==> src/hw/rtl/acd_pkg.sv <==
// Shared types, register codes, S-box tables and round helpers for the AES-256 CBC decryptor.
`timescale 1ns / 1ps
package acd_pkg;

  localparam int NUM_ROUNDS = 14;
  localparam int NUM_WORDS  = 60;
  localparam int CFG_IDX_W  = 3;

  localparam logic [CFG_IDX_W-1:0] REG_KEY_WORD_0 = 3'd0;
  localparam logic [CFG_IDX_W-1:0] REG_KEY_WORD_1 = 3'd1;
  localparam logic [CFG_IDX_W-1:0] REG_KEY_WORD_2 = 3'd2;
  localparam logic [CFG_IDX_W-1:0] REG_KEY_WORD_3 = 3'd3;
  localparam logic [CFG_IDX_W-1:0] REG_IV_HIGH    = 3'd4;
  localparam logic [CFG_IDX_W-1:0] REG_IV_LOW     = 3'd5;

  typedef struct packed {
    logic                 valid;
    logic [CFG_IDX_W-1:0] index;
    logic [63:0]          data;
  } acd_cfg_wr_t;

  typedef struct packed {
    logic [127:0] cipher;
    logic [127:0] chain;
  } acd_item_t;

  typedef logic [NUM_WORDS-1:0][31:0] acd_rk_t;

  localparam logic [7:0] SBOX [256] = '{
    8'h63, 8'h7c, 8'h77, 8'h7b, 8'hf2, 8'h6b, 8'h6f, 8'hc5,
    8'h30, 8'h01, 8'h67, 8'h2b, 8'hfe, 8'hd7, 8'hab, 8'h76,
    8'hca, 8'h82, 8'hc9, 8'h7d, 8'hfa, 8'h59, 8'h47, 8'hf0,
    8'had, 8'hd4, 8'ha2, 8'haf, 8'h9c, 8'ha4, 8'h72, 8'hc0,
    8'hb7, 8'hfd, 8'h93, 8'h26, 8'h36, 8'h3f, 8'hf7, 8'hcc,
    8'h34, 8'ha5, 8'he5, 8'hf1, 8'h71, 8'hd8, 8'h31, 8'h15,
    8'h04, 8'hc7, 8'h23, 8'hc3, 8'h18, 8'h96, 8'h05, 8'h9a,
    8'h07, 8'h12, 8'h80, 8'he2, 8'heb, 8'h27, 8'hb2, 8'h75,
    8'h09, 8'h83, 8'h2c, 8'h1a, 8'h1b, 8'h6e, 8'h5a, 8'ha0,
    8'h52, 8'h3b, 8'hd6, 8'hb3, 8'h29, 8'he3, 8'h2f, 8'h84,
    8'h53, 8'hd1, 8'h00, 8'hed, 8'h20, 8'hfc, 8'hb1, 8'h5b,
    8'h6a, 8'hcb, 8'hbe, 8'h39, 8'h4a, 8'h4c, 8'h58, 8'hcf,
    8'hd0, 8'hef, 8'haa, 8'hfb, 8'h43, 8'h4d, 8'h33, 8'h85,
    8'h45, 8'hf9, 8'h02, 8'h7f, 8'h50, 8'h3c, 8'h9f, 8'ha8,
    8'h51, 8'ha3, 8'h40, 8'h8f, 8'h92, 8'h9d, 8'h38, 8'hf5,
    8'hbc, 8'hb6, 8'hda, 8'h21, 8'h10, 8'hff, 8'hf3, 8'hd2,
    8'hcd, 8'h0c, 8'h13, 8'hec, 8'h5f, 8'h97, 8'h44, 8'h17,
    8'hc4, 8'ha7, 8'h7e, 8'h3d, 8'h64, 8'h5d, 8'h19, 8'h73,
    8'h60, 8'h81, 8'h4f, 8'hdc, 8'h22, 8'h2a, 8'h90, 8'h88,
    8'h46, 8'hee, 8'hb8, 8'h14, 8'hde, 8'h5e, 8'h0b, 8'hdb,
    8'he0, 8'h32, 8'h3a, 8'h0a, 8'h49, 8'h06, 8'h24, 8'h5c,
    8'hc2, 8'hd3, 8'hac, 8'h62, 8'h91, 8'h95, 8'he4, 8'h79,
    8'he7, 8'hc8, 8'h37, 8'h6d, 8'h8d, 8'hd5, 8'h4e, 8'ha9,
    8'h6c, 8'h56, 8'hf4, 8'hea, 8'h65, 8'h7a, 8'hae, 8'h08,
    8'hba, 8'h78, 8'h25, 8'h2e, 8'h1c, 8'ha6, 8'hb4, 8'hc6,
    8'he8, 8'hdd, 8'h74, 8'h1f, 8'h4b, 8'hbd, 8'h8b, 8'h8a,
    8'h70, 8'h3e, 8'hb5, 8'h66, 8'h48, 8'h03, 8'hf6, 8'h0e,
    8'h61, 8'h35, 8'h57, 8'hb9, 8'h86, 8'hc1, 8'h1d, 8'h9e,
    8'he1, 8'hf8, 8'h98, 8'h11, 8'h69, 8'hd9, 8'h8e, 8'h94,
    8'h9b, 8'h1e, 8'h87, 8'he9, 8'hce, 8'h55, 8'h28, 8'hdf,
    8'h8c, 8'ha1, 8'h89, 8'h0d, 8'hbf, 8'he6, 8'h42, 8'h68,
    8'h41, 8'h99, 8'h2d, 8'h0f, 8'hb0, 8'h54, 8'hbb, 8'h16
  };

  localparam logic [7:0] INV_SBOX [256] = '{
    8'h52, 8'h09, 8'h6a, 8'hd5, 8'h30, 8'h36, 8'ha5, 8'h38,
    8'hbf, 8'h40, 8'ha3, 8'h9e, 8'h81, 8'hf3, 8'hd7, 8'hfb,
    8'h7c, 8'he3, 8'h39, 8'h82, 8'h9b, 8'h2f, 8'hff, 8'h87,
    8'h34, 8'h8e, 8'h43, 8'h44, 8'hc4, 8'hde, 8'he9, 8'hcb,
    8'h54, 8'h7b, 8'h94, 8'h32, 8'ha6, 8'hc2, 8'h23, 8'h3d,
    8'hee, 8'h4c, 8'h95, 8'h0b, 8'h42, 8'hfa, 8'hc3, 8'h4e,
    8'h08, 8'h2e, 8'ha1, 8'h66, 8'h28, 8'hd9, 8'h24, 8'hb2,
    8'h76, 8'h5b, 8'ha2, 8'h49, 8'h6d, 8'h8b, 8'hd1, 8'h25,
    8'h72, 8'hf8, 8'hf6, 8'h64, 8'h86, 8'h68, 8'h98, 8'h16,
    8'hd4, 8'ha4, 8'h5c, 8'hcc, 8'h5d, 8'h65, 8'hb6, 8'h92,
    8'h6c, 8'h70, 8'h48, 8'h50, 8'hfd, 8'hed, 8'hb9, 8'hda,
    8'h5e, 8'h15, 8'h46, 8'h57, 8'ha7, 8'h8d, 8'h9d, 8'h84,
    8'h90, 8'hd8, 8'hab, 8'h00, 8'h8c, 8'hbc, 8'hd3, 8'h0a,
    8'hf7, 8'he4, 8'h58, 8'h05, 8'hb8, 8'hb3, 8'h45, 8'h06,
    8'hd0, 8'h2c, 8'h1e, 8'h8f, 8'hca, 8'h3f, 8'h0f, 8'h02,
    8'hc1, 8'haf, 8'hbd, 8'h03, 8'h01, 8'h13, 8'h8a, 8'h6b,
    8'h3a, 8'h91, 8'h11, 8'h41, 8'h4f, 8'h67, 8'hdc, 8'hea,
    8'h97, 8'hf2, 8'hcf, 8'hce, 8'hf0, 8'hb4, 8'he6, 8'h73,
    8'h96, 8'hac, 8'h74, 8'h22, 8'he7, 8'had, 8'h35, 8'h85,
    8'he2, 8'hf9, 8'h37, 8'he8, 8'h1c, 8'h75, 8'hdf, 8'h6e,
    8'h47, 8'hf1, 8'h1a, 8'h71, 8'h1d, 8'h29, 8'hc5, 8'h89,
    8'h6f, 8'hb7, 8'h62, 8'h0e, 8'haa, 8'h18, 8'hbe, 8'h1b,
    8'hfc, 8'h56, 8'h3e, 8'h4b, 8'hc6, 8'hd2, 8'h79, 8'h20,
    8'h9a, 8'hdb, 8'hc0, 8'hfe, 8'h78, 8'hcd, 8'h5a, 8'hf4,
    8'h1f, 8'hdd, 8'ha8, 8'h33, 8'h88, 8'h07, 8'hc7, 8'h31,
    8'hb1, 8'h12, 8'h10, 8'h59, 8'h27, 8'h80, 8'hec, 8'h5f,
    8'h60, 8'h51, 8'h7f, 8'ha9, 8'h19, 8'hb5, 8'h4a, 8'h0d,
    8'h2d, 8'he5, 8'h7a, 8'h9f, 8'h93, 8'hc9, 8'h9c, 8'hef,
    8'ha0, 8'he0, 8'h3b, 8'h4d, 8'hae, 8'h2a, 8'hf5, 8'hb0,
    8'hc8, 8'heb, 8'hbb, 8'h3c, 8'h83, 8'h53, 8'h99, 8'h61,
    8'h17, 8'h2b, 8'h04, 8'h7e, 8'hba, 8'h77, 8'hd6, 8'h26,
    8'he1, 8'h69, 8'h14, 8'h63, 8'h55, 8'h21, 8'h0c, 8'h7d
  };

  function automatic logic [7:0] xtime(input logic [7:0] b);
    return {b[6:0], 1'b0} ^ (b[7] ? 8'h1b : 8'h00);
  endfunction

  function automatic logic [31:0] sub_word(input logic [31:0] w);
    return {SBOX[w[31:24]], SBOX[w[23:16]], SBOX[w[15:8]], SBOX[w[7:0]]};
  endfunction

  // byte 0 of the state sits in the top bits
  function automatic logic [127:0] inv_shift_sub(input logic [127:0] s);
    logic [127:0] t;
    t = '0;
    for (int r = 0; r < 4; r++) begin
      for (int c = 0; c < 4; c++) begin
        t[127 - 8 * (r + 4 * c) -: 8] = INV_SBOX[s[127 - 8 * (r + 4 * ((c + 4 - r) & 3)) -: 8]];
      end
    end
    return t;
  endfunction

  function automatic logic [31:0] inv_mix_col(input logic [31:0] col);
    logic [7:0] a [4];
    logic [7:0] m9 [4];
    logic [7:0] mb [4];
    logic [7:0] md [4];
    logic [7:0] me [4];
    logic [7:0] x2, x4, x8;
    for (int i = 0; i < 4; i++) begin
      a[i]  = col[31 - 8 * i -: 8];
      x2    = xtime(a[i]);
      x4    = xtime(x2);
      x8    = xtime(x4);
      m9[i] = x8 ^ a[i];
      mb[i] = x8 ^ x2 ^ a[i];
      md[i] = x8 ^ x4 ^ a[i];
      me[i] = x8 ^ x4 ^ x2;
    end
    return {me[0] ^ mb[1] ^ md[2] ^ m9[3],
            m9[0] ^ me[1] ^ mb[2] ^ md[3],
            md[0] ^ m9[1] ^ me[2] ^ mb[3],
            mb[0] ^ md[1] ^ m9[2] ^ me[3]};
  endfunction

  function automatic logic [127:0] inv_mix(input logic [127:0] s);
    return {inv_mix_col(s[127:96]), inv_mix_col(s[95:64]),
            inv_mix_col(s[63:32]), inv_mix_col(s[31:0])};
  endfunction

  function automatic logic [127:0] round_key(input acd_rk_t rk, input int unsigned rnd);
    return {rk[4 * rnd], rk[4 * rnd + 1], rk[4 * rnd + 2], rk[4 * rnd + 3]};
  endfunction

endpackage

==> src/hw/rtl/acd_front.sv <==
// Front end: accepts ciphertext, picks the chain value, holds IV and previous block.
`timescale 1ns / 1ps
module acd_front
  import acd_pkg::*;
(
  input  logic        clk,
  input  logic        rst,
  input  acd_cfg_wr_t cfg_wr,
  input  logic        in_valid,
  input  logic [63:0] cipher_high,
  input  logic [63:0] cipher_low,
  input  logic        first_block,
  input  logic        accept,
  output logic        push,
  output acd_item_t   push_item
);

  logic [127:0] iv;
  logic [127:0] prev_block;

  assign push             = in_valid && accept;
  assign push_item.cipher = {cipher_high, cipher_low};
  assign push_item.chain  = first_block ? iv : prev_block;

  always_ff @(posedge clk) begin
    if (rst) begin
      iv         <= '0;
      prev_block <= '0;
    end else begin
      if (push) begin
        prev_block <= {cipher_high, cipher_low};
      end
      if (cfg_wr.valid && cfg_wr.index == REG_IV_HIGH) begin
        iv[127:64] <= cfg_wr.data;
      end
      if (cfg_wr.valid && cfg_wr.index == REG_IV_LOW) begin
        iv[63:0] <= cfg_wr.data;
      end
    end
  end

endmodule

==> config.mk <==
export PLATFORM = sky130hd
export DESIGN_NAME = acd_front
export DESIGN_NICKNAME = d
export VERILOG_FILES = /design/src/hw/rtl/acd_pkg.sv /design/src/hw/rtl/acd_front.sv
export SDC_FILE = /design/constraint.sdc
export NUM_CORES = 1
export LEC_CHECK = 0
export BUFFER_PORTS_ARGS = -buffer_cell sky130_fd_sc_hd__buf_2
export CELL_PAD_IN_SITES_DETAIL_PLACEMENT = 0
export CELL_PAD_IN_SITES_GLOBAL_PLACEMENT = 1
export CORE_MARGIN = 5
export CORE_UTILIZATION = 41
export DETAILED_ROUTE_END_ITERATION = 7
export GPL_TIMING_DRIVEN = 0
export HOLD_SLACK_MARGIN = 0.06
export PLACE_DENSITY = 0.95
export SYNTH_ARGS = -nofsm -noshare
export SYNTH_HDL_FRONTEND = slang
export SYNTH_SLANG_ARGS = --single-unit
==> constraint.sdc <==
create_clock -name clk -period 2.1 [get_ports clk]
set_input_delay 0.315 -clock clk [delete_from_list [all_inputs] [get_ports clk]]
set_output_delay 0.315 -clock clk [all_outputs]
set_load 0.01 [all_outputs]
==> impl_metrics.tcl <==
set metrics [dict create \
    first_pass_iters 5 \
    rsz0062_at_grt "no" \
    min_period_over_period_pct 92.0 \
    synth_largest_area_cell "dfxtp_1" \
    drive_gt1_share_pct 48.1 \
    holdCritStartpoint "cipher_low[12]" \
    min_path_type "input port to flip-flop" \
    ys_types 17 \
    track_usage_pct 23.9 \
    p_per_area_nw_per_um2 651 \
    clock_sinks 256 \
    yosys_warnings 0 \
    std_cell_rows 65 \
    slowest_delay_ps 410 \
    seqPwrFrac_pct 43.5 \
    hold_viol 0 \
    setup_viol 0 \
    muxShareOfSynthArea_pct 20.6 \
    vias_per_cell 5.05 \
    synthesis.area_um2 13200 \
    final_antenna_net_count 0 \
    wirelength_um 45700 \
    htree_levels 1 \
    async_flop_share_pct 0 \
    worstReg2RegStart "prev_block[56]$_SDFFE_PP0P_" \
    fin_cells 2363 \
    tightest_slew_ps 1020 \
    die_width_um 189 \
    regToRegSetupSlack_ps 1230 \
    antenna_found_initial 1 \
    wl_per_cell_um 19.3 \
    synth_top_family_by_area "multiplexers" \
    drt_iter0_drc 635 \
    diodes 0 \
    fin_ws_ps 169 \
    post-route-min-period_ps 1930 \
    grt_pass1_wl_um 69000 \
    dp_slack_ps -231 \
    dpl.cell_count 2198 \
    p_clk_share_pct 39.4 \
    die_area_um2 35900 \
    status "complete, no violations" \
    ys.flop_type "dfxtp_1" \
    grt_pass1_vias 12300 \
    worstPathRequired_ps 1780 \
    p_leak_nw 8.50 \
    grt_start_max_net_pins 14 \
    reg2reg_to "prev_block[56]$_SDFFE_PP0P_" \
    finClkSkew_ps 0 \
    synthSimpleGateAreaFrac_pct 14.3 \
    fin_nets 2146 \
    core_um2 31600 \
    synth_most_common_cell "dfxtp_1" \
    syn_to_final_growth_pct 36.4 \
    syn-num-nets 1544 \
    via_count 11900 \
    slowest_stage "mux2_2" \
    cts_buffer_depth 3 \
    dieHeight_um 189 \
    clock_latency_ps 540 \
    cts.clk_slew.worst_paths_ps 60 \
    cp_max_fo 10 \
    critical_path.startpoint_type "input port" \
    slew_headroom_pct 31.8 \
    max-cap-violations 0 \
    start_util_pct 41.7 \
    grt-ovfl-total 0 \
    synth_adder_area_share_pct 0 \
    ys_seq_elements 256 \
    min_to "prev_block[12]$_SDFFE_PP0P_" \
    synth_compound_area_share_pct 14.6 \
    place.port_buffers 453 \
    cts_tree "built" \
    path_class "input port to output port" \
    power.switching_w 0.00301 \
    synthXorXnorAreaFrac_pct 0 \
    max_freq_mhz 518 \
    synth_commonest_cells "dfxtp_1 (256), nand2b_1 (192), buf_4 (130)" \
    postCtsSetupBuffers 0 \
    syn_inst 1343 \
    crit_chain "clkbuf_2 -> buf_2 -> mux2_2 -> buf_2" \
    ir_drop_v 0.000519 \
    cts_buffers 28 \
    yosys.area.top_type_share_pct 38.8 \
    cts_root_buf "clkbuf_16" \
    intPower_w 0.00872 \
    place.gp.congestion 0.881 \
    switching_share_pct 25.6 \
    drc 0 \
    reg2reg_depth 2 \
    worstHoldPathCells 3 \
    final_core_util_pct 56.9 \
    synthTopCellsByArea "dfxtp_1 (39%), mux2_2 (11%), a21bo_2 (9.7%)" \
    ios 458 \
    arrival_ps 1620 \
    end_kind "output port" \
    comb_power_share_pct 17.1 \
    synth.avg_cell_area_um2 9.83 \
    dp_hpwl_um 33700 \
    synth_edf_count 0 \
    drv_slew 0 \
    ys_seq_area_share_pct 38.8 \
    cp_common_cell "buf_2" \
]
-- placed cells by master, fill, tap and decap left out --
| cell | synthesis | layout |
|---|---|---|
| buf_2 | 61 | 514 |
| dfxtp_1 | 256 | 256 |
| nand2b_1 | 192 | 192 |
| buf_4 | 130 | 130 |
| mux2_2 | 128 | 128 |
| mux2i_1 | 128 | 128 |
| nand3_1 | 128 | 128 |
| a21bo_2 | 128 | 128 |
| a21oi_1 | 128 | 128 |
| dlygate4sd3_1 | 0 | 119 |
| clkbuf_1 | 42 | 50 |
| clkbuf_16 | 0 | 29 |
| buf_1 | 12 | 12 |
| buf_6 | 5 | 5 |
| clkbuf_8 | 0 | 5 |
| clkinv_2 | 0 | 2 |
| and2_1 | 1 | 1 |
| clkbuf_2 | 0 | 1 |
| and4bb_1 | 1 | 1 |
| and4b_1 | 1 | 1 |
| nand4b_1 | 1 | 1 |
| nand4bb_1 | 1 | 1 |
| inv_6 | 0 | 1 |
-- timing repair --
item,CTS,global route
hold buffers,119,0
endpoints found under the hold margin,123,0
resized for setup,1,0
endpoints found under the setup margin,100,0
-- per-stage QoR --
step	TNS (ps)	area (um^2)	hold WS (ps)	total power (W)
6_report	0	18000	78.0	0.0117
5_1_grt	0	18000	65.8	0.0121
4_1_cts	0	18000	60.1	0.0118
3_5_place_dp	-16620	16000	459	0.00701
3_3_place_gp	-15250	16000	455	0.00698
2_1_floorplan	0	13200	445	0.00626
-- layout make-up --
class	count	area, um^2
Clock buffer	43	828
Timing Repair Buffer	572	3460
Clock inverter	3	18.8
Sequential cell	256	5120
Tap cell	402	503
Buffer	250	1540
Multi-Input combinational cell	837	6540
Fill cell	2743	13600
-- state kept, by name, summed over array words and instances (netlist names) --
name        count
prev_block    128
iv            128
-- worst max-delay path: cells and delay by family --
family                 cells  cell delay, ps
buffers and inverters      3             880
multiplexers               1             410
-- logic make-up (layout without fill, tap and decap cells) --
| group | after synthesis | after routing |
|---|---|---|
| AOI/OAI and AO/OA | 256 | 256 |
| buffers and inverters | 250 | 868 |
| DFF | 256 | 256 |
| muxes | 256 | 256 |
| and+or+nand+nor | 325 | 325 |
-- worst max-delay path by stage --
stage	startpoint	endpoint	cells after the start	slack [ps]
CTS	first_block	push_item[25]	4	150
global placement	first_block	push_item[25]	4	-230
floorplan	first_block	push_item[100]	3	650
detailed placement	first_block	push_item[25]	4	-230
global route	first_block	push_item[25]	4	160
finish	first_block	push_item[25]	4	170
-- power by group through the flow --
stage	registers (W)	clock network (W)	logic, W
3_5_place_dp	0.00521	0	0.00181
5_1_grt	0.00512	0.00489	0.00214
3_3_place_gp	0.00520	0	0.00179
2_1_floorplan	0.00518	0	0.00108
4_1_cts	0.00510	0.00469	0.00199
6_report	0.00510	0.00462	0.00200
-- routing by layer --
metal  GRT usage [%]  part of all wire, %
met1            30.1                   42
met5               0                    0
met3            3.72                  6.0
met2            42.0                   49
met4            7.43                  3.2
(Power assumes the default switching activity.)
