==> src/hw/rtl/acd_pkg.sv <==
// Shared types, register codes, S-box tables and round helpers for the AES-256 CBC decryptor.
`timescale 1ns / 1ps
package acd_pkg;

  localparam int NUM_ROUNDS = 14;
  localparam int NUM_WORDS  = 60;
  localparam int CFG_IDX_W  = 3;

  localparam logic [CFG_IDX_W-1:0] REG_KEY_WORD_0 = 3'd0;
  localparam logic [CFG_IDX_W-1:0] REG_KEY_WORD_1 = 3'd1;
  localparam logic [CFG_IDX_W-1:0] REG_KEY_WORD_2 = 3'd2;
  localparam logic [CFG_IDX_W-1:0] REG_KEY_WORD_3 = 3'd3;
  localparam logic [CFG_IDX_W-1:0] REG_IV_HIGH    = 3'd4;
  localparam logic [CFG_IDX_W-1:0] REG_IV_LOW     = 3'd5;

  typedef struct packed {
    logic                 valid;
    logic [CFG_IDX_W-1:0] index;
    logic [63:0]          data;
  } acd_cfg_wr_t;

  typedef struct packed {
    logic [127:0] cipher;
    logic [127:0] chain;
  } acd_item_t;

  typedef logic [NUM_WORDS-1:0][31:0] acd_rk_t;

  localparam logic [7:0] SBOX [256] = '{
    8'h63, 8'h7c, 8'h77, 8'h7b, 8'hf2, 8'h6b, 8'h6f, 8'hc5,
    8'h30, 8'h01, 8'h67, 8'h2b, 8'hfe, 8'hd7, 8'hab, 8'h76,
    8'hca, 8'h82, 8'hc9, 8'h7d, 8'hfa, 8'h59, 8'h47, 8'hf0,
    8'had, 8'hd4, 8'ha2, 8'haf, 8'h9c, 8'ha4, 8'h72, 8'hc0,
    8'hb7, 8'hfd, 8'h93, 8'h26, 8'h36, 8'h3f, 8'hf7, 8'hcc,
    8'h34, 8'ha5, 8'he5, 8'hf1, 8'h71, 8'hd8, 8'h31, 8'h15,
    8'h04, 8'hc7, 8'h23, 8'hc3, 8'h18, 8'h96, 8'h05, 8'h9a,
    8'h07, 8'h12, 8'h80, 8'he2, 8'heb, 8'h27, 8'hb2, 8'h75,
    8'h09, 8'h83, 8'h2c, 8'h1a, 8'h1b, 8'h6e, 8'h5a, 8'ha0,
    8'h52, 8'h3b, 8'hd6, 8'hb3, 8'h29, 8'he3, 8'h2f, 8'h84,
    8'h53, 8'hd1, 8'h00, 8'hed, 8'h20, 8'hfc, 8'hb1, 8'h5b,
    8'h6a, 8'hcb, 8'hbe, 8'h39, 8'h4a, 8'h4c, 8'h58, 8'hcf,
    8'hd0, 8'hef, 8'haa, 8'hfb, 8'h43, 8'h4d, 8'h33, 8'h85,
    8'h45, 8'hf9, 8'h02, 8'h7f, 8'h50, 8'h3c, 8'h9f, 8'ha8,
    8'h51, 8'ha3, 8'h40, 8'h8f, 8'h92, 8'h9d, 8'h38, 8'hf5,
    8'hbc, 8'hb6, 8'hda, 8'h21, 8'h10, 8'hff, 8'hf3, 8'hd2,
    8'hcd, 8'h0c, 8'h13, 8'hec, 8'h5f, 8'h97, 8'h44, 8'h17,
    8'hc4, 8'ha7, 8'h7e, 8'h3d, 8'h64, 8'h5d, 8'h19, 8'h73,
    8'h60, 8'h81, 8'h4f, 8'hdc, 8'h22, 8'h2a, 8'h90, 8'h88,
    8'h46, 8'hee, 8'hb8, 8'h14, 8'hde, 8'h5e, 8'h0b, 8'hdb,
    8'he0, 8'h32, 8'h3a, 8'h0a, 8'h49, 8'h06, 8'h24, 8'h5c,
    8'hc2, 8'hd3, 8'hac, 8'h62, 8'h91, 8'h95, 8'he4, 8'h79,
    8'he7, 8'hc8, 8'h37, 8'h6d, 8'h8d, 8'hd5, 8'h4e, 8'ha9,
    8'h6c, 8'h56, 8'hf4, 8'hea, 8'h65, 8'h7a, 8'hae, 8'h08,
    8'hba, 8'h78, 8'h25, 8'h2e, 8'h1c, 8'ha6, 8'hb4, 8'hc6,
    8'he8, 8'hdd, 8'h74, 8'h1f, 8'h4b, 8'hbd, 8'h8b, 8'h8a,
    8'h70, 8'h3e, 8'hb5, 8'h66, 8'h48, 8'h03, 8'hf6, 8'h0e,
    8'h61, 8'h35, 8'h57, 8'hb9, 8'h86, 8'hc1, 8'h1d, 8'h9e,
    8'he1, 8'hf8, 8'h98, 8'h11, 8'h69, 8'hd9, 8'h8e, 8'h94,
    8'h9b, 8'h1e, 8'h87, 8'he9, 8'hce, 8'h55, 8'h28, 8'hdf,
    8'h8c, 8'ha1, 8'h89, 8'h0d, 8'hbf, 8'he6, 8'h42, 8'h68,
    8'h41, 8'h99, 8'h2d, 8'h0f, 8'hb0, 8'h54, 8'hbb, 8'h16
  };

  localparam logic [7:0] INV_SBOX [256] = '{
    8'h52, 8'h09, 8'h6a, 8'hd5, 8'h30, 8'h36, 8'ha5, 8'h38,
    8'hbf, 8'h40, 8'ha3, 8'h9e, 8'h81, 8'hf3, 8'hd7, 8'hfb,
    8'h7c, 8'he3, 8'h39, 8'h82, 8'h9b, 8'h2f, 8'hff, 8'h87,
    8'h34, 8'h8e, 8'h43, 8'h44, 8'hc4, 8'hde, 8'he9, 8'hcb,
    8'h54, 8'h7b, 8'h94, 8'h32, 8'ha6, 8'hc2, 8'h23, 8'h3d,
    8'hee, 8'h4c, 8'h95, 8'h0b, 8'h42, 8'hfa, 8'hc3, 8'h4e,
    8'h08, 8'h2e, 8'ha1, 8'h66, 8'h28, 8'hd9, 8'h24, 8'hb2,
    8'h76, 8'h5b, 8'ha2, 8'h49, 8'h6d, 8'h8b, 8'hd1, 8'h25,
    8'h72, 8'hf8, 8'hf6, 8'h64, 8'h86, 8'h68, 8'h98, 8'h16,
    8'hd4, 8'ha4, 8'h5c, 8'hcc, 8'h5d, 8'h65, 8'hb6, 8'h92,
    8'h6c, 8'h70, 8'h48, 8'h50, 8'hfd, 8'hed, 8'hb9, 8'hda,
    8'h5e, 8'h15, 8'h46, 8'h57, 8'ha7, 8'h8d, 8'h9d, 8'h84,
    8'h90, 8'hd8, 8'hab, 8'h00, 8'h8c, 8'hbc, 8'hd3, 8'h0a,
    8'hf7, 8'he4, 8'h58, 8'h05, 8'hb8, 8'hb3, 8'h45, 8'h06,
    8'hd0, 8'h2c, 8'h1e, 8'h8f, 8'hca, 8'h3f, 8'h0f, 8'h02,
    8'hc1, 8'haf, 8'hbd, 8'h03, 8'h01, 8'h13, 8'h8a, 8'h6b,
    8'h3a, 8'h91, 8'h11, 8'h41, 8'h4f, 8'h67, 8'hdc, 8'hea,
    8'h97, 8'hf2, 8'hcf, 8'hce, 8'hf0, 8'hb4, 8'he6, 8'h73,
    8'h96, 8'hac, 8'h74, 8'h22, 8'he7, 8'had, 8'h35, 8'h85,
    8'he2, 8'hf9, 8'h37, 8'he8, 8'h1c, 8'h75, 8'hdf, 8'h6e,
    8'h47, 8'hf1, 8'h1a, 8'h71, 8'h1d, 8'h29, 8'hc5, 8'h89,
    8'h6f, 8'hb7, 8'h62, 8'h0e, 8'haa, 8'h18, 8'hbe, 8'h1b,
    8'hfc, 8'h56, 8'h3e, 8'h4b, 8'hc6, 8'hd2, 8'h79, 8'h20,
    8'h9a, 8'hdb, 8'hc0, 8'hfe, 8'h78, 8'hcd, 8'h5a, 8'hf4,
    8'h1f, 8'hdd, 8'ha8, 8'h33, 8'h88, 8'h07, 8'hc7, 8'h31,
    8'hb1, 8'h12, 8'h10, 8'h59, 8'h27, 8'h80, 8'hec, 8'h5f,
    8'h60, 8'h51, 8'h7f, 8'ha9, 8'h19, 8'hb5, 8'h4a, 8'h0d,
    8'h2d, 8'he5, 8'h7a, 8'h9f, 8'h93, 8'hc9, 8'h9c, 8'hef,
    8'ha0, 8'he0, 8'h3b, 8'h4d, 8'hae, 8'h2a, 8'hf5, 8'hb0,
    8'hc8, 8'heb, 8'hbb, 8'h3c, 8'h83, 8'h53, 8'h99, 8'h61,
    8'h17, 8'h2b, 8'h04, 8'h7e, 8'hba, 8'h77, 8'hd6, 8'h26,
    8'he1, 8'h69, 8'h14, 8'h63, 8'h55, 8'h21, 8'h0c, 8'h7d
  };

  function automatic logic [7:0] xtime(input logic [7:0] b);
    return {b[6:0], 1'b0} ^ (b[7] ? 8'h1b : 8'h00);
  endfunction

  function automatic logic [31:0] sub_word(input logic [31:0] w);
    return {SBOX[w[31:24]], SBOX[w[23:16]], SBOX[w[15:8]], SBOX[w[7:0]]};
  endfunction

  // byte 0 of the state sits in the top bits
  function automatic logic [127:0] inv_shift_sub(input logic [127:0] s);
    logic [127:0] t;
    t = '0;
    for (int r = 0; r < 4; r++) begin
      for (int c = 0; c < 4; c++) begin
        t[127 - 8 * (r + 4 * c) -: 8] = INV_SBOX[s[127 - 8 * (r + 4 * ((c + 4 - r) & 3)) -: 8]];
      end
    end
    return t;
  endfunction

  function automatic logic [31:0] inv_mix_col(input logic [31:0] col);
    logic [7:0] a [4];
    logic [7:0] m9 [4];
    logic [7:0] mb [4];
    logic [7:0] md [4];
    logic [7:0] me [4];
    logic [7:0] x2, x4, x8;
    for (int i = 0; i < 4; i++) begin
      a[i]  = col[31 - 8 * i -: 8];
      x2    = xtime(a[i]);
      x4    = xtime(x2);
      x8    = xtime(x4);
      m9[i] = x8 ^ a[i];
      mb[i] = x8 ^ x2 ^ a[i];
      md[i] = x8 ^ x4 ^ a[i];
      me[i] = x8 ^ x4 ^ x2;
    end
    return {me[0] ^ mb[1] ^ md[2] ^ m9[3],
            m9[0] ^ me[1] ^ mb[2] ^ md[3],
            md[0] ^ m9[1] ^ me[2] ^ mb[3],
            mb[0] ^ md[1] ^ m9[2] ^ me[3]};
  endfunction

  function automatic logic [127:0] inv_mix(input logic [127:0] s);
    return {inv_mix_col(s[127:96]), inv_mix_col(s[95:64]),
            inv_mix_col(s[63:32]), inv_mix_col(s[31:0])};
  endfunction

  function automatic logic [127:0] round_key(input acd_rk_t rk, input int unsigned rnd);
    return {rk[4 * rnd], rk[4 * rnd + 1], rk[4 * rnd + 2], rk[4 * rnd + 3]};
  endfunction

endpackage

==> src/hw/rtl/acd_fifo.sv <==
// Two-entry queue between the front end and the round pipeline.
`timescale 1ns / 1ps
module acd_fifo
  import acd_pkg::*;
(
  input  logic      clk,
  input  logic      rst,
  input  logic      push,
  input  acd_item_t push_item,
  input  logic      pop,
  output logic      empty,
  output logic      full,
  output acd_item_t head
);

  acd_item_t  mem [2];
  logic       wr_ptr;
  logic       rd_ptr;
  logic [1:0] count;

  assign empty = (count == 2'd0);
  assign full  = (count == 2'd2);
  assign head  = mem[rd_ptr];

  always_ff @(posedge clk) begin
    if (push) begin
      mem[wr_ptr] <= push_item;
    end
  end

  always_ff @(posedge clk) begin
    if (rst) begin
      wr_ptr <= 1'b0;
      rd_ptr <= 1'b0;
      count  <= 2'd0;
    end else begin
      if (push) begin
        wr_ptr <= ~wr_ptr;
      end
      if (pop) begin
        rd_ptr <= ~rd_ptr;
      end
      count <= count + 2'(push) - 2'(pop);
    end
  end

endmodule

==> config.mk <==
export PLATFORM = sky130hd
export DESIGN_NAME = acd_fifo
export DESIGN_NICKNAME = d
export VERILOG_FILES = /design/src/hw/rtl/acd_pkg.sv /design/src/hw/rtl/acd_fifo.sv
export SDC_FILE = /design/constraint.sdc
export NUM_CORES = 1
export LEC_CHECK = 0
export ABC_AREA = 1
export BUFFER_PORTS_ARGS = -buffer_cell sky130_fd_sc_hd__buf_2
export CELL_PAD_IN_SITES_DETAIL_PLACEMENT = 0
export CELL_PAD_IN_SITES_GLOBAL_PLACEMENT = 1
export CORE_ASPECT_RATIO = 1.1
export CORE_MARGIN = 2
export CORE_UTILIZATION = 33
export CTS_BUF_LIST = sky130_fd_sc_hd__clkbuf_16
export CTS_CLUSTER_SIZE = 8
export DETAILED_ROUTE_END_ITERATION = 7
export PLACE_DENSITY = 0.61
export REMOVE_ABC_BUFFERS = 1
export SLEW_MARGIN = 40
export SYNTH_ARGS = -nofsm -noshare
export SYNTH_HDL_FRONTEND = slang
export SYNTH_SLANG_ARGS = --single-unit
export TNS_END_PERCENT = 100
==> constraint.sdc <==
create_clock -name clk -period 41.2 [get_ports clk]
set_input_delay 6.18 -clock clk [delete_from_list [all_inputs] [get_ports clk]]
set_output_delay 6.18 -clock clk [all_outputs]
set_load 0.05 [all_outputs]
==> results of run 1 <==
cells in the mapped netlist (2+ instances only):
| cell type | instances | area share [%] |
|---|---|---|
| edfxtp_1 | 512 | 82 |
| mux2_2 | 256 | 15 |
| buf_6 | 26 | 1.6 |
| inv_1 | 8 | 0.16 |
| nor2_1 | 8 | 0.16 |
| dfxtp_1 | 5 | 0.53 |
| nand2_1 | 4 | 0.080 |
| ha_1 | 2 | 0.13 |
area by class of cell:
type                            count  area [um2]  share of cell area (%)
Clock buffer                       76        1900                    7.82
Timing Repair Buffer              530        2760                    11.3
Multi-Input combinational cell    274        2980                    12.3
Clock inverter                     20         190                   0.782
Inverter                            8        42.5                   0.175
Sequential cell                   517       15500                    63.7
Tap cell                          744         931                    3.83
Antenna cell                       10        25.0                   0.103
critical path, cell delays in order (launching register included):
cell and delay (ns):
dfxtp_4 0.73, buf_6 0.62, buf_6 0.62, mux2_2 0.42, buf_2 0.22
sequential cells by signal, indices dropped and copies added (netlist names), named ones only:
signal  cells
count       2
mem       512
rd_ptr      1
wr_ptr      1
per-layer routing:
layer  vias to the layer above  track usage [%]
li1                       4451                -
met1                      4801             14.9
met2                       361             24.3
met3                        90             5.27
met4                         6             8.00
met5                         -                0
path summary, 6_finish.rpt:
check | from | endpoint | slack (ns) | cells after the start
worst max register to register | wr_ptr$_SDFFE_PP0P_ | mem[0][155]$_DFFE_PP_ | 38.08 | 6
worst max-delay path | flip-flop | head[160] | 31.67 | 4
worst min register to register | rd_ptr$_SDFFE_PP0P_ | rd_ptr$_SDFFE_PP0P_ | 0.52 | 2
worst min-delay path | rd_ptr$_SDFFE_PP0P_ | rd_ptr$_SDFFE_PP0P_ | 0.52 | 2
cells by family (layout without fill, tap and decap cells):
group / Yosys count / count (layout) / synth area share [%]
xor+xnor: 1 / 1 / 0.0466
flops: 517 / 517 / 82.4
fa+ha+maj: 2 / 2 / 0.133
buf+inv: 36 / 634 / 1.78
compound gates: 1 / 1 / 0.0266
mux: 256 / 256 / 15.3
other cells: 0 / 10 / 0
simple gates: 14 / 14 / 0.293
stage by stage:
step | util (%) | area [um2]
4_1_cts | 43.2 | 24200
2_1_floorplan | - | 18500
6_report | 43.3 | 24300
3_5_place_dp | 39.5 | 22200
3_3_place_gp | 39.3 | 22100
5_1_grt | 43.3 | 24300
power groups by stage:
stage / registers, uW / logic, uW / clock network, uW
2_1_floorplan: 640 / 145 / 0
3_3_place_gp: 627 / 201 / 0
3_5_place_dp: 628 / 202 / 0
4_1_cts: 619 / 203 / 566
5_1_grt: 620 / 210 / 586
6_report: 618 / 200 / 546
==> impl.org, run 1 <==
** Status
- Outcome :: finished, final reports clean

** Yosys
- The synthesized netlist contains 14 unique library cells.
- Summing every instance area after synthesis gives 18,800 um2.
- Average size of a mapped cell :: 22.7 um2
- Number of synthesized flops with an enable pin :: 512
- After synthesis the netlist holds a flip-flop and latch count of 517.
- During synthesis, Yosys emitted a total of 0 warnings.
- Synthesis produced a netlist whose cell count is 827.
- Sequential cell area fraction in the yosys report :: 82.4%
- Async set-or-reset flop fraction in the synthesized netlist :: 0%
- Leading register cell type out of synthesis :: edfxtp_1

** Final layout
- In the final design database the tool counted 1,668 nets.
- Top library cells by usage in the layout, fill and taps aside :: buf_2 (517), edfxtp_1 (512), mux2_2 (256), clkbuf_16 (76), inv_1 (18)
- Most common cell after layout, fill and taps aside :: buf_2
- Cell Count, Final, Fillers Out :: 2,179
- Of the cells placed in the final design, the portion with a size suffix greater than 1 is 61.3%.
- Compared with the post-synthesis result, the final layout area differs by 29.4%.
- The layout has 5,021 filler cells.

** Power and ir drop
- Power density relative to cell area :: 56.1 nW/um2
- Total power after layout :: 1360 uW
- The analysis attributes to cell leakage a power of 0.00907 uW.
- Proportion of total power due to net switching :: 26.6%
- Relative contribution of the clock network to total power :: 40.0%
- VDD sags by at most 36.0 uV.
- The share of total power dissipated in combinational logic is 14.7%.
- For this design the total switching power over the nets is 363 uW.
- Per report_power, the sequential group accounts for 45.3% of the total.
- Cell-internal power :: 1000 uW

** Clocking
- Maximum count of clock buffers along a single path :: 3
- Counting the buffers created by CTS gives 75.
- Number of H-tree branching levels :: 3
- Clock slew at reported path FFs :: 0.05 ns
- Number of buffers added to fix hold violations after cts :: 0
- TritonCTS built the clock tree.
- # clock sinks :: 517
- Clock tree synthesis selected as its root buffer the cell clkbuf_16.
- Post-CTS repair changed the size of 0 cells.
- Clock network latency to the later pin of the worst-skew pair :: 0.59 ns
- Post-CTS timing repair inserted 0 buffers for setup.

** STA
- On the final layout, the worst clock skew is 0.0167 ns.
- Final worst-path cycle share :: 23.1%
- Accumulated negative setup slack :: 0 ns
- Setup violations, final :: 0
- Worst slew slack as a fraction of its limit :: 42.7%
- Smallest setup slack after layout :: 31.67 ns
- Final hold slack :: 0.518 ns
- Max-slew violation count :: 0
- Final period demand of the worst path :: 9.53 ns
- At the pin with the least slew margin, the transition time is 0.860 ns.
- Unrepaired setup endpoints after global routing :: false
- Static timing analysis puts the maximum clock frequency at 105 MHz.
- The final-report hold violation count came to 0.

** Floorplan
- Pin placement for this block handled 518 I/O pins.
- The initialized floorplan defines 91 standard-cell rows.
- From bottom edge to top edge, the die measures 254 um.
- The initial utilization of the core area, before any placement, comes to 33.5%.
- Die Footprint :: 58,900 um2
- Core region area :: 56,100 um2
- The die is 231 um wide.

** Detailed routing
- Post-Route M1 WL :: 15.1 mm
- Across all layers, the routed design uses 9,709 vias.
- After detailed routing, the number of remaining DRC violations is 0.
- Met2 wirelength from detailed routing :: 22.6 mm
- Met3 wire length :: 3.74 mm
- In this run the remaining antenna-violating nets after routing total 0.
- After detailed routing, the average wire length per cell comes to 19.7 um.
- First-pass DRT Iterations :: 4
- Highest signal layer in the routed design :: met5
- Using the TritonRoute via totals, the vias-per-cell ratio works out to 4.46.
- After detailed routing, the total wire length is 43.0 mm.
- After the first detailed-routing iteration, the DRC count stood at 456.

** Setup path
- Endpoint class of the critical path :: primary output
- STA puts the critical path data required time at 35.02 ns.
- Along the worst path, the maximum fanout reaches 73.
- Startpoint type of the worst setup path :: flip-flop
- Critical Setup Path Class :: reg -> out
- Data on the critical path arrives at its endpoint at 3.35 ns.

** Min path
- Classification of the worst-slack hold path :: reg -> reg

** Global routing
- The number of antenna violations at the first check in global routing is 11.
- Vias in the first global route :: 10,400
- Total global routing overflow :: 0
- The first global-routing pass estimated 61.8 mm of wire.
- Maximum number of pins on one net before global-route repair :: 131
- Total Routing Usage GR :: 14.1%

** Job
- Max-cap violations in this run came to 0.

** Placement
- HPWL after DPL :: 28.7 mm
- Dpl cells :: 2,071
- Post-placement worst setup slack :: 31.89 ns
- Routability-driven placement finished with a final weighted congestion of 0.746.
- During placement, the flow inserted port buffers numbering 517.
Power figures use the tool's default switching activity.
==> run 2, diff against run 1 <==
==> constraint.sdc (replaced) <==
create_clock -name clk -period 9.05 [get_ports clk]
set_input_delay 1.3575 -clock clk [delete_from_list [all_inputs] [get_ports clk]]
set_output_delay 1.3575 -clock clk [all_outputs]
set_load 0.05 [all_outputs]
==> run 2 against run 1 <==
- first-iteration DRC count increased by 5.5%
- utilization decreased by 0.25 points
- sequential share of layout area up 0.37 points
- die area unchanged
- flip-flop and latch count unchanged
- clock power grew to 4.3 times the previous value
- design area shrank 0.58%
- combinational power grew to 4.5 times the previous value
- via count is 0.19% higher
- register-to-register slack lost 31 ns
==> impl.org, run 2 (synthesis results as in run 1) <==
** STA
- Derived from the worst setup path, the maximum achievable clock frequency is 230 MHz.
- Final count of hold timing violations :: 0 (unchanged)
- The worst path uses 48.0% of the clock period.
- Final period demand of the worst path :: 4.34 ns
- Max-slew violation count :: 0 (unchanged)
- The count of endpoints failing setup in the final report came to 0 (unchanged).
- Setup repair after global routing left no endpoint under its margin.
- Worst slew slack as a fraction of its limit :: 49.8% (+7.1 points)
- Final worst clock skew :: 0.0188 ns (+0.00214 ns)
- The slew at the pin with the worst max-slew slack was 0.753 ns (-0.107 ns).
- The hold slack is 0.522 ns (+0.00375 ns).
- The final setup slack of the worst path was 4.71 ns (-26.96 ns).
- Accumulated negative setup slack :: 0 ns (unchanged)

** Final layout
- Counting flops per register, the top entry is mem.
- The number of nets in the layout is 1,663 (-0.30%).
- The largest registers in the layout are mem (512), count (2).
- Leaving out fill and tap cells, the most frequent cell in the layout is buf_2.
- The area growth from synthesis to layout is 28.7%.
- Max FFs per register :: 512 (unchanged)
- Cell Count, Final, Fillers Out :: 2,168 (-0.50%)
- Fraction of layout instances using a drive strength above 1 :: 61.0% (-0.25 points)
- In the layout the commonest cells are buf_2 (517), edfxtp_1 (512), mux2_2 (256), clkbuf_16 (75), inv_1 (19).

** Detailed routing
- The violation count after the first detailed-route iteration was 481 (+5.5%).
- The wire length reported by the detailed router was 44.1 mm (+2.7%).
- The final routed wire length divided by cell count came to 20.3 um (+3.2%).
- The count of unresolved DRC violations after routing came to 0 (unchanged).
- Drt via density :: 4.49 (+0.69%)
- Number of nets with antenna violations after detailed routing :: 0 (unchanged)
- The number of detailed-routing iterations run before antenna repair was 4 (unchanged).
- The count of vias placed by the detailed router came to 9,727 (+0.19%).

** Floorplan
- Die Footprint :: 58,900 um2 (unchanged)
- Die extent in y :: 254 um (unchanged)
- Boundary pin count :: 518 (unchanged)
- Core region area :: 56,100 um2 (unchanged)
- Effective utilization at floorplan :: 33.5% (unchanged)
- The die outline width came to 231 um (unchanged).
- Std-Cell Rows :: 91 (unchanged)

** Global routing
- Total global routing overflow :: 0 (unchanged)
- The via count of the first global-routing pass came to 10,200 (-2.0%).
- Maximum number of pins on one net before global-route repair :: 141 (+7.6%)
- Number of antenna violations at the first check in global routing :: 12 (+1)
- The global router's overall resource usage was 14.4% (+0.23 points).
- First-pass GRT wire length :: 62.2 mm (+0.68%)

** Setup path
- Max stage delay cell, worst path :: dfxtp_4
- The endpoint identified for the worst register-to-register timing path is mem[1][159]$_DFFE_PP_.
- The total stage count of the critical path was 4 (unchanged).
- Largest delay contributor family on the critical path :: buffers and inverters
- Walking the worst path, the cells encountered are buf_12, buf_16, mux2_2, buf_2.
- The largest fanout on the critical path was 96 (+32%).
- The startpoint identified for the worst register-to-register timing path is wr_ptr$_SDFFE_PP0P_.
- The worst setup path is launched from a flip-flop.
- The worst setup path is captured at a primary output.
- Largest stage delay, worst path :: 0.82 ns (+0.09 ns)
- Critical Path AT :: 2.98 ns (-0.37 ns)
- WP buf/inv :: 3 (unchanged)
- The critical path is of the reg -> out type.
- The depth of the worst register-to-register path is 4 (-2).
- Critical path required time :: 7.69 ns (-27.33 ns)
- Worst-case register-to-register setup slack :: 6.82 ns (-31.26 ns)

** Placement
- The worst slack at placement came to 5.39 ns (-26.51 ns).
- Dpl cells :: 2,068 (-0.14%)
- The routability-driven placement congestion ratio came to 0.840 (+13%).
- The total of buffers placed on input and output ports came to 517 (unchanged).
- The placed wire-length estimate after detailed placement is 30.0 mm (+4.8%).

** Clocking
- The tree is rooted in a clkbuf_16.
- Number of H-tree branching levels :: 3 (unchanged)
- Clock network latency to the later pin of the worst-skew pair :: 0.57 ns (-0.02 ns)
- The clock-pin slew reported for the worst setup and hold paths after clock tree synthesis was 0.05 ns (about the same).
- The post-CTS repair timing setup buffer count came to 0 (unchanged).
- The maximum root-to-sink buffer count was 3 (unchanged).
- CTS tree :: done
- The post-cts repair resize count was 0 (unchanged).
- The number of buffers created by CTS was 74 (-1.3%).
- The number of hold buffers added after cts is 0 (unchanged).
- The clock sink total is 517 (unchanged).

** Min path
- The cell count of the worst hold path is 2 (unchanged).
- Classification of the worst-slack hold path :: reg -> reg
- The worst hold path begins at rd_ptr$_SDFFE_PP0P_.
- Terminating pin of the worst hold path :: rd_ptr$_SDFFE_PP0P_

** Power and ir drop
- The power per cell area was 252 nW/um2 (+350%).
- Static Leak :: 0.00901 uW (-0.69%)
- The maximum vdd drop is 156 uV (+330%).

** Job
- The reported max-cap violation count came to 0 (unchanged).

** Status
- Outcome :: finished, final reports clean
run 2: cell types whose count changed in the layout (fill, tap and decap cells not counted), moves of 2 or more:
| cell | delta |
|---|---|
| buf_4 | -3 |
| buf_6 | -3 |
| inv_16 | -3 |
| buf_16 | +2 |
| diode_2 | -2 |
run 2: power by group:
group | internal, uW | switching, uW | leakage, uW | total (uW)
clock | 1450 | 908 | 0.00101 | 2360
combinational | 250 | 651 | 0.00316 | 901
sequential | 2780 | 38.8 | 0.00485 | 2820
run 2: layout make-up:
class	instances	area (um2)
multi-input cells	274	2980
inverters	8	42.5
fillers	5016	32000
flip-flops and latches	517	15500
clock inverters	16	76.3
clock buffers	75	1880
well taps	744	931
diodes	8	20.0
repair buffers	526	2760
run 2: how the worst max path moves through the flow:
stage                         start                  end  slack [ns]
after global routing      flip-flop            head[211]        4.55
after CTS                 flip-flop             head[30]        4.73
after detailed placement  flip-flop             head[30]        5.39
after floorplan                push  mem[0][0]$_DFFE_PP_       -3.93
final                     flip-flop            head[211]        4.71
after global placement    flip-flop             head[48]        5.37
run 2: per-stage QoR:
stage	power (uW)	util [%]	instance area, um2
4_1_cts	6180	43.0	24100
5_1_grt	6320	43.1	24200
2_1_floorplan	3570	-	18500
3_5_place_dp	3780	39.5	22200
6_report	6090	43.1	24200
3_3_place_gp	3770	39.4	22100
run 2: per-layer routing:
layer  wire [um]  up-vias  part of all wire, %  track usage, %
li1            -     4441                    -               -
met1       15400     4830                   35            14.9
met2       23600      363                   53            25.6
met3        3740       87                  8.5            5.25
met4        1400        6                  3.2            7.15
met5          38        -                0.086               0
run 2: tightest hold or removal path: stages, from the launching register on:
cell and delay (ns):
dfxtp_1 0.32, xnor2_1 0.09, nor2_1 0.08
==> run 3, diff against run 2 <==
--- a/config.mk
+++ b/config.mk
@@ -15,7 +15,7 @@
 export CTS_BUF_LIST = sky130_fd_sc_hd__clkbuf_16
 export CTS_CLUSTER_SIZE = 8
 export DETAILED_ROUTE_END_ITERATION = 7
-export PLACE_DENSITY = 0.61
+export PLACE_DENSITY = 0.64
 export REMOVE_ABC_BUFFERS = 1
 export SLEW_MARGIN = 40
 export SYNTH_ARGS = -nofsm -noshare
==> constraint.sdc (replaced) <==
create_clock -name clk -period 3.55 [get_ports clk]
set_input_delay 0.5325 -clock clk [delete_from_list [all_inputs] [get_ports clk]]
set_output_delay 0.5325 -clock clk [all_outputs]
set_load 0.05 [all_outputs]
==> run 3 against run 2 <==
- largest cell class unchanged
- sequential power increased to 2.5 times the previous value
- via count increased by 0.95%
- combinational power increased to 2.6 times the previous value
- clock skew increased by 0.0018 ns
==> impl.org, run 3 (synthesis results as in run 1) <==
** Global routing
- The wire length of the first global-routing pass is 62.5 mm (+0.47%).
- The global router's overall resource usage came to 14.3% (-0.054 points).
- The number of antenna violations at the first check in global routing came to 14 (+2).
- The largest net degree at the start of global routing came to 88 (-38%).
- The global-route met3 utilization was 4.83% (-0.42 points).
- The global routing usage on met1 came to 15.1% (+0.21 points).
- The met2 global-route usage came to 24.9% (-0.66 points).
- Total global routing overflow :: 0 (unchanged)
- Peak-usage layer in the global routing report :: met2
- Vias in the first global route :: 10,500 (+3.1%)

** STA
- The slew at the pin with the worst max-slew slack is 0.665 ns (-0.0882 ns).
- Unrepaired setup endpoints after global routing :: false
- The count of pins over their slew limit is 0 (unchanged).
- The count of endpoints failing setup in the final report is 0 (unchanged).
- Worst slew slack as a fraction of its limit :: 55.7% (+5.9 points)
- The final setup slack of the worst path is 0.666 ns (-4.04 ns).
- Final worst-path cycle share :: 81.2%
- Final period demand of the worst path :: 2.88 ns
- The clock skew came to 0.0207 ns (+0.00184 ns).
- Max Clk Rate :: 347 MHz
- The final-report hold violation count was 0 (unchanged).

** Final layout
- Footprint of the flip-flops and latches :: 15,500 um2 (unchanged)
- The utilization after layout is 43.6% (+0.57 points).
- Top flop regs :: mem (512), count (2)
- Top library cells by usage in the layout, fill and taps aside :: buf_2 (517), edfxtp_1 (512), mux2_2 (256), clkbuf_16 (76), buf_4 (19)
- The filler cell count in the final layout was 5,016 (unchanged).
- Cell area after layout :: 24,500 um2 (+1.3%)
- Area of combinational cells with multiple inputs :: 2980 um2 (unchanged)
- Fraction of layout instances using a drive strength above 1 :: 61.8% (+0.81 points)
- Most common cell after layout, fill and taps aside :: buf_2
- The number of nets in the layout was 1,686 (+1.4%).
- Counting flops per register, the top entry is mem.
- From synthesis to final layout, the design area changed by 30.4%.
- The flip-flop count of the largest register, all copies and words added is 512 (unchanged).

** Detailed routing
- Initial detailed-routing violation count :: 437 (-9.1%)
- Wirelength, routed :: 43.5 mm (-1.4%)
- The count of vias placed by the detailed router came to 9,819 (+0.95%).
- DRC violations left :: 0 (unchanged)
- The final routed wire length divided by cell count came to 19.8 um (-2.4%).
- The post-detailed-route count of antenna-violating nets is 0 (unchanged).
- The per-cell via count in the routed design was 4.48 (-0.11%).
- The number of detailed-routing iterations run before antenna repair was 6 (+2).

** Clocking
- The H-tree depth came to 3 (unchanged).
- TritonCTS built the clock tree.
- The clock-pin slew reported for the worst setup and hold paths after clock tree synthesis came to 0.05 ns (about the same).
- Maximum count of clock buffers along a single path :: 3 (unchanged)
- Clk Tree Root Cell :: clkbuf_16
- Clock network latency to the later pin of the worst-skew pair :: 0.60 ns (+0.03 ns)
- Resize count post-CTS :: 0 (unchanged)
- Buffers inserted by post-CTS timing repair :: 0 (unchanged)
- # clock sinks :: 517 (unchanged)
- The number of buffers created by CTS is 74 (unchanged).
- The number of hold buffers added after cts is 0 (unchanged).

** Setup path
- Largest stage delay, worst path :: 0.59 ns (-0.23 ns)
- Cells along the critical path :: buf_12, mux2_2, buf_2
- Critical Path AT :: 2.35 ns (-0.63 ns)
- STA classifies the critical path startpoint as a flip-flop.
- Critical Setup Path Class :: reg -> out
- STA classifies the critical path endpoint as a primary output.
- Critical path required time :: 3.02 ns (-4.67 ns)
- Critical Path Fanout Max :: 87 (-9.4%)
- The largest individual stage delay along the critical path comes from the cell dfxtp_4.
- The worst-case register-to-register setup slack came to 1.71 ns (-5.11 ns).

** Floorplan
- The number of core rows is 91 (unchanged).
- Core region area :: 56,100 um2 (unchanged)
- Boundary pin count :: 518 (unchanged)
- The starting utilization of the core area came to 33.5% (unchanged).
- Die span in x :: 231 um (unchanged)
- Die Footprint :: 58,900 um2 (unchanged)
- The height of the die was 254 um (unchanged).

** Power and ir drop
- The maximum vdd drop is 445 uV (+180%).
- Power density relative to cell area :: 643 nW/um2 (+160%)
- Relative contribution of the clock network to total power :: 39.4% (+0.6 points)
- Part of the power in combinational logic :: 15.0% (+0.2 points)
- The sequential share of power was 45.6% (-0.8 points).
- The switching share of power was 26.6% (+0.30 points).
- Static Leak :: 0.00916 uW (+1.7%)
- Cell-internal power :: 11,600 uW (+160%)
- The power dissipated by switching net loads was 4180 uW (+160%).

** Placement
- Gpl congestion :: 0.807 (-3.8%)
- Post-placement worst setup slack :: 1.27 ns (-4.12 ns)
- The placed wire-length estimate after detailed placement was 30.3 mm (+0.95%).
- The cell area after placement is 22,400 um2 (+1.2%).
- Number of buffers inserted by port buffering :: 517 (unchanged)

** Status
- The flow ran to the end, and the final reports show no timing, DRC or antenna violations.

** Min path
- Classification of the worst-slack hold path :: in -> reg

** Job
- Max cap viols :: 0 (unchanged)
[run 3: area by class of cell]
| class | instances | share of cell area [%] |
|---|---|---|
| Sequential cell | 517 | 63.2 |
| Clock inverter | 14 | 0.608 |
| Multi-Input combinational cell | 274 | 12.2 |
| Tap cell | 744 | 3.80 |
| Clock buffer | 76 | 7.77 |
| Timing Repair Buffer | 549 | 12.2 |
| Antenna cell | 9 | 0.0920 |
| Inverter | 8 | 0.153 |
[run 3: power by group through the flow]
stage          sequential, uW  clock (uW)  combinational (uW)
4_1_cts                  7180        6390                2400
2_1_floorplan            7430           0                1680
3_3_place_gp             7280           0                2370
6_report                 7180        6190                2370
5_1_grt                  7200        6610                2490
3_5_place_dp             7290           0                2390
[run 3: per-stage QoR]
step            TNS, ns  instances  power, uW  hold slack [ns]
6_report              0       2191      15700            0.118
5_1_grt               0       2191      16300           0.0759
4_1_cts               0       2182      16000           0.0591
3_5_place_dp          0       2092       9680            0.503
3_3_place_gp          0       2091       9650            0.498
2_1_floorplan  -3876.40        799       9110            0.480
[run 3: worst max-delay path: cells and delay by family (launching register included)]
kind                   cells  cell delay, ns
DFF                        1            0.59
buffers and inverters      2            0.60
muxes                      1            0.41
[run 3: routing by layer]
| metal | up-vias | part of all wire [%] |
|---|---|---|
| met4 | 8 | 4.1 |
| met5 | - | 0.080 |
| met2 | 379 | 52 |
| met1 | 4854 | 36 |
| met3 | 101 | 8.1 |
| li1 | 4477 | - |
[run 3: path summary, 6_finish.rpt]
| check | start | to | depth (start not counted) |
|---|---|---|---|
| setup / recovery | flip-flop | head[163] | 3 |
| hold / removal | push_item[168] | mem[0][168]$_DFFE_PP_ | 1 |
| setup reg to reg | wr_ptr$_SDFFE_PP0P_ | mem[1][42]$_DFFE_PP_ | 3 |
| hold reg to reg | rd_ptr$_SDFFE_PP0P_ | flip-flop | 2 |
